$ cat config.mk
export PLATFORM = sky130hd
export DESIGN_NAME = cls_ctrl
export DESIGN_NICKNAME = d
export VERILOG_FILES = /design/src/hdl/cls_pkg.sv /design/src/hdl/cls_ctrl.sv
export SDC_FILE = /design/constraint.sdc
export NUM_CORES = 1
export LEC_CHECK = 0
export ABC_AREA = 1
export BUFFER_PORTS_ARGS = -buffer_cell sky130_fd_sc_hd__buf_2
export CAP_MARGIN = 20
export CORE_MARGIN = 1
export CORE_UTILIZATION = 48
export CTS_CLUSTER_DIAMETER = 50
export DETAILED_ROUTE_END_ITERATION = 12
export GPL_TIMING_DRIVEN = 0
export HOLD_SLACK_MARGIN = 0.1
export PLACE_DENSITY_LB_ADDON = 0.08
export SETUP_SLACK_MARGIN = 0.2
export SLEW_MARGIN = 5
export SYNTH_ARGS = -nofsm -noshare
export SYNTH_HDL_FRONTEND = slang
export SYNTH_SLANG_ARGS = --single-unit
$ cat constraint.sdc
create_clock -name aclk -period 2.2 [get_ports aclk]
set_input_delay 0.44 -clock aclk [delete_from_list [all_inputs] [get_ports aclk]]
set_output_delay 0.44 -clock aclk [all_outputs]
set_load 0.02 [all_outputs]
$ cat src/hdl/cls_pkg.sv
`timescale 1ns / 1ps
// ============================================================================
// cls_pkg
// Types and codes shared by the circular list store controller and datapath.
// ============================================================================
package cls_pkg;

    localparam int IDX_W   = 8;
    localparam int DATA_W  = 32;
    localparam int COUNT_W = 9;

    localparam logic [2:0] ACT_APPEND   = 3'd0;
    localparam logic [2:0] ACT_ROT_FWD  = 3'd1;
    localparam logic [2:0] ACT_ROT_BACK = 3'd2;
    localparam logic [2:0] ACT_SWAP     = 3'd3;
    localparam logic [2:0] ACT_READ     = 3'd4;

    typedef enum logic [1:0] {
        ST_OK    = 2'd0,
        ST_EMPTY = 2'd1,
        ST_RANGE = 2'd2,
        ST_FULL  = 2'd3
    } status_t;

    typedef struct packed {
        logic [2:0]              action;
        logic signed [DATA_W-1:0] value;
        logic [IDX_W-1:0]        index_a;
        logic [IDX_W-1:0]        index_b;
    } req_t;

    typedef struct packed {
        logic signed [DATA_W-1:0] read_value;
        logic [1:0]              status;
        logic [COUNT_W-1:0]      entry_count;
    } rsp_t;

    // controller -> datapath
    typedef struct packed {
        logic    capture;
        logic    walk_start;
        logic    walk_sel_b;
        logic    walk_step;
        logic    lat_a;
        logic    lat_b;
        logic    prv_rd;
        logic    rot_rd;
        logic    head_load;
        logic    head_fwd;
        logic    app_w1;
        logic    app_w2;
        logic    val_rd;
        logic    val_rd_sel_b;
        logic    tmp_load;
        logic    swp_w1;
        logic    swp_w2;
        logic    out_load;
        status_t status;
    } cmd_t;

    // datapath -> controller
    typedef struct packed {
        logic [2:0] action;
        logic       count_zero;
        logic       count_full;
        logic       ia_bad;
        logic       ib_bad;
        logic       walk_done;
        logic       out_free;
    } sts_t;

endpackage

$ cat src/hdl/cls_ctrl.sv
`timescale 1ns / 1ps
// ============================================================================
// cls_ctrl
// Request sequencer: decodes the action and steps the datapath through
// walks, slot RAM reads and writes, and the result load.
// ============================================================================
module cls_ctrl (
    input  logic          aclk,
    input  logic          aresetn,
    input  logic          s_valid,
    output logic          s_ready,
    input  cls_pkg::sts_t sts,
    output cls_pkg::cmd_t cmd
);
    import cls_pkg::*;

    typedef enum logic [3:0] {
        S_IDLE,
        S_DISPATCH,
        S_APP_RD,
        S_APP_W1,
        S_APP_W2,
        S_ROT_RD,
        S_ROT_UPD,
        S_WALK_A,
        S_WALK_B,
        S_RD_VAL,
        S_SWP_RDA,
        S_SWP_RDB,
        S_SWP_W1,
        S_SWP_W2,
        S_RESP
    } state_t;

    state_t  state_reg, state_next;
    status_t st_reg, st_next;

    assign s_ready = (state_reg == S_IDLE);

    always_comb begin
        cmd        = '0;
        cmd.status = st_reg;
        state_next = state_reg;
        st_next    = st_reg;
        unique case (state_reg)
            S_IDLE: begin
                if (s_valid) begin
                    cmd.capture = 1'b1;
                    st_next     = ST_OK;
                    state_next  = S_DISPATCH;
                end
            end
            S_DISPATCH: begin
                unique case (sts.action)
                    ACT_APPEND: begin
                        if (sts.count_full) begin
                            st_next    = ST_FULL;
                            state_next = S_RESP;
                        end else begin
                            state_next = S_APP_RD;
                        end
                    end
                    ACT_ROT_FWD, ACT_ROT_BACK: begin
                        if (sts.count_zero) begin
                            st_next    = ST_EMPTY;
                            state_next = S_RESP;
                        end else begin
                            state_next = S_ROT_RD;
                        end
                    end
                    ACT_SWAP: begin
                        if (sts.ia_bad || sts.ib_bad) begin
                            st_next    = ST_RANGE;
                            state_next = S_RESP;
                        end else begin
                            cmd.walk_start = 1'b1;
                            state_next     = S_WALK_A;
                        end
                    end
                    ACT_READ: begin
                        if (sts.ia_bad) begin
                            st_next = ST_RANGE;
                        end
                        if (sts.count_zero) begin
                            state_next = S_RESP;
                        end else begin
                            cmd.walk_start = 1'b1;
                            state_next     = S_WALK_A;
                        end
                    end
                    default: begin
                        st_next    = ST_RANGE;
                        state_next = S_RESP;
                    end
                endcase
            end
            S_APP_RD: begin
                cmd.prv_rd = 1'b1;
                state_next = S_APP_W1;
            end
            S_APP_W1: begin
                cmd.app_w1 = 1'b1;
                state_next = S_APP_W2;
            end
            S_APP_W2: begin
                cmd.app_w2 = 1'b1;
                state_next = S_RESP;
            end
            S_ROT_RD: begin
                cmd.rot_rd = 1'b1;
                state_next = S_ROT_UPD;
            end
            S_ROT_UPD: begin
                cmd.head_load = 1'b1;
                cmd.head_fwd  = (sts.action == ACT_ROT_FWD);
                state_next    = S_RESP;
            end
            S_WALK_A: begin
                if (sts.walk_done) begin
                    cmd.lat_a = 1'b1;
                    if (sts.action == ACT_SWAP) begin
                        cmd.walk_start = 1'b1;
                        cmd.walk_sel_b = 1'b1;
                        state_next     = S_WALK_B;
                    end else begin
                        state_next = S_RD_VAL;
                    end
                end else begin
                    cmd.walk_step = 1'b1;
                end
            end
            S_WALK_B: begin
                if (sts.walk_done) begin
                    cmd.lat_b  = 1'b1;
                    state_next = S_SWP_RDA;
                end else begin
                    cmd.walk_step = 1'b1;
                end
            end
            S_RD_VAL: begin
                cmd.val_rd = 1'b1;
                state_next = S_RESP;
            end
            S_SWP_RDA: begin
                cmd.val_rd = 1'b1;
                state_next = S_SWP_RDB;
            end
            S_SWP_RDB: begin
                cmd.val_rd       = 1'b1;
                cmd.val_rd_sel_b = 1'b1;
                cmd.tmp_load     = 1'b1;
                state_next       = S_SWP_W1;
            end
            S_SWP_W1: begin
                cmd.swp_w1 = 1'b1;
                state_next = S_SWP_W2;
            end
            S_SWP_W2: begin
                cmd.swp_w2 = 1'b1;
                state_next = S_RESP;
            end
            S_RESP: begin
                if (sts.out_free) begin
                    cmd.out_load = 1'b1;
                    state_next   = S_IDLE;
                end
            end
            default: begin
                state_next = S_IDLE;
            end
        endcase
    end

    always_ff @(posedge aclk) begin
        if (!aresetn) begin
            state_reg <= S_IDLE;
            st_reg    <= ST_OK;
        end else begin
            state_reg <= state_next;
            st_reg    <= st_next;
        end
    end

    a_accept_dispatch: assert property (@(posedge aclk) disable iff (!aresetn)
        s_valid && s_ready |=> state_reg == S_DISPATCH)
        else $error("accepted request not dispatched");

    a_step_not_done: assert property (@(posedge aclk) disable iff (!aresetn)
        cmd.walk_step |-> !sts.walk_done)
        else $error("walk stepped past its position");

    a_load_free: assert property (@(posedge aclk) disable iff (!aresetn)
        cmd.out_load |-> sts.out_free)
        else $error("result loaded over a pending result");

endmodule

==> impl_metrics.json <==
{
  "worstMarginPinSlew_ns": 0.298,
  "drive_gt1_frac": 0.283,
  "post_cts_buffers": 0,
  "initialDrtViolationCount": 24,
  "initial_core_util": 0.513,
  "cts_sinks": 6,
  "avgSynthCellArea_um2": 5.10,
  "arrival_ns": 1.49,
  "netlist_area_um2": 668,
  "swShare": 0.564,
  "worstPathMaxFanout": 5,
  "fin_tns_setup_ns": 0,
  "core_um2": 1300,
  "maxCapViolCount": 0,
  "drtPass1Iterations": 4,
  "routed_wl_um": 1780,
  "post-route-drc-count": 0,
  "syn-num-nets": 143,
  "cpMaxStageDelayCell": "dfxtp_1",
  "ys_warn_count": 0,
  "numCtsBuffers": 3,
  "maxSlewHeadroom": 0.799,
  "largest_reg_flops": 4,
  "setup_viol": 0,
  "fin_nets": 180,
  "cts_max_level": 1,
  "path_delay_family": "simple AND/OR/NAND/NOR gates",
  "grt_pass1_vias": 626,
  "status": "finished, final reports clean",
  "yosys.cell_types.count": 17,
  "grt_pass1_wl_um": 2380,
  "grt_overflow": 0,
  "yosysSeqAreaShare": 0.180,
  "netlist_instances": 131,
  "portBuffers": 32,
  "critPathKind": "register to output port",
  "detailroute.wirelength.met2_um": 875,
  "path_cells": "inv_1 -> nor2_1 -> nand2_2 -> nor4_4 -> a21o_2 -> buf_2",
  "fin_ws_ns": 0.269,
  "die_w_um": 39.3,
  "pwr-share-comb": 0.695,
  "timing.final.hold_violations": 0,
  "grt_setup_unrepaired": "true",
  "synth_area_leaders": "nand2_1 21%, dfxtp_1 18%, inv_1 17%",
  "p_sw_w": 0.000569,
  "min_period_ns": 1.93,
  "worst-path-buf-inv": 2,
  "critPathMaxStageDelay_ns": 0.39,
  "placed_area_um2": 853,
  "viasPerCell": 4.84,
  "wl_met3_um": 105,
  "critPathCaptureType": "output port",
  "detail_route.wl_per_cell_um": 9.82,
  "pin_count": 33,
  "cp_data_required_time_ns": 1.76,
  "p_seq_frac": 0.198,
  "p_int_w": 0.000440,
  "yosysTopAreaCell": "nand2_1",
  "synth-seq-cells": 6,
  "max_freq_mhz": 518,
  "met1_length_um": 775,
  "p_per_area_nw_per_um2": 1130,
  "fin_worst_skew_ns": 0.00719,
  "gp_congestion": 0.721,
  "root_buffer": "clkbuf_4",
  "row_count": 13,
  "startpoint_type": "register",
  "clock_power_share": 0.107,
  "cts_buffer_depth": 2,
  "pre_cts_slack_ns": 0.433,
  "max-vdd-ir-drop_uv": 525,
  "hold_class": "register to register",
  "path_clk_slew_ns": 0.05,
  "slew_viol_final": 0,
  "synth.top_cell.area_share": 0.208,
  "vias": 876,
  "cts_tree": "done",
  "p_leak_nw": 0.596,
  "syn_to_final_growth_pct": 33.3,
  "ant_nets": 0,
  "die_h_um": 39.3,
  "post-route-period-util": 0.878,
  "antenna-diode-count": 0,
  "dp_hpwl_um": 1460,
  "top_layer": "met4",
  "clkLatencyLatePin_ns": 0.26,
  "grt_max_degree": 8,
  "fin_area_um2": 891,
  "antenna_found_initial": 0,
  "die-area_um2": 1550,
  "grtUsageTotal": 0.237
}
[what timing repair did]
| action | 4_1_cts | 5_1_grt |
|---|---|---|
| endpoints found under the setup margin | 0 | 3 |
| resized for setup | 0 | 4 |
| hold buffers | 0 | 0 |
| hold endpoints to repair | 0 | 0 |
[final timing paths]
check	slack, ns	start	endpoint	cells past startpoint
max	0.27	state_reg[2]	cmd[18]	6
min	0.47	st_reg[1]	st_reg[1]	2
max reg2reg	0.77	state_reg[2]	state_reg[0]	8
min reg2reg	0.47	st_reg[1]	st_reg[1]	2
[logic make-up after synthesis]
| kind of cell | synth area share |
|---|---|
| buffers and inverters | 0.180 |
| and+or+nand+nor | 0.511 |
| AOI/OAI and AO/OA | 0.129 |
| DFF | 0.180 |
[synthesized netlist by cell type]
master   number
nand3_1       7
dfxtp_1       6
nor2_2        1
a21oi_1       6
nor3_2        1
nand4_1       2
inv_1        30
buf_4         1
nor4_1        1
nand3_2       1
o21ai_0       6
o21ai_2       2
a21o_2        1
nand2_1      37
nor3_1        5
nor2_4        1
nor2_1       23
[area by class of cell]
type | count | area, um2
buffer | 1 | 7.51
sequential | 6 | 121
fill | 144 | 410
inverter | 30 | 113
clock buffer | 3 | 22.5
multi-input combinational | 94 | 448
tap | 15 | 18.8
timing repair buffer | 32 | 160
[through the flow]
stage,cells,utilization,hold WS (ns),power (W)
finish,181,0.685,0.469,0.00101
global placement,178,0.656,0.466,0.000866
CTS,181,0.673,0.472,0.000996
detailed placement,178,0.656,0.466,0.000886
global route,181,0.685,0.504,0.00109
floorplan,131,-,0.491,0.000710
[power groups by stage]
stage	registers (W)	logic, W	clock network (W)
2_1_floorplan	0.000191	0.000519	0
3_3_place_gp	0.000196	0.000671	0
3_5_place_dp	0.000195	0.000692	0
4_1_cts	0.000193	0.000694	0.000109
5_1_grt	0.000206	0.000773	0.000115
6_report	0.000200	0.000702	0.000108
[metal layers]
metal,GRT usage,vias up
li1,-,472
met1,0.249,363
met2,0.442,37
met3,0.0852,4
met4,0.0517,0
met5,0,-
[tightest hold or removal path: stages, from the launching register on]
cell     delay (ns)
dfxtp_1        0.30
nand3_1        0.07
a21oi_1        0.05
[cells in the final DEF, fill, tap and decap left out, drive strengths merged]
| cell | synthesis | final |
|---|---|---|
| a21o | 1 | 1 |
| a21oi | 6 | 6 |
| o21ai | 8 | 8 |
| nor4 | 1 | 1 |
| nor3 | 6 | 6 |
| inv | 30 | 30 |
| dfxtp | 6 | 6 |
| nand4 | 2 | 2 |
| buf | 1 | 33 |
| nand3 | 8 | 8 |
| clkbuf | 0 | 3 |
| nand2 | 37 | 37 |
| nor2 | 25 | 25 |
Power figures use the tool's default switching activity.
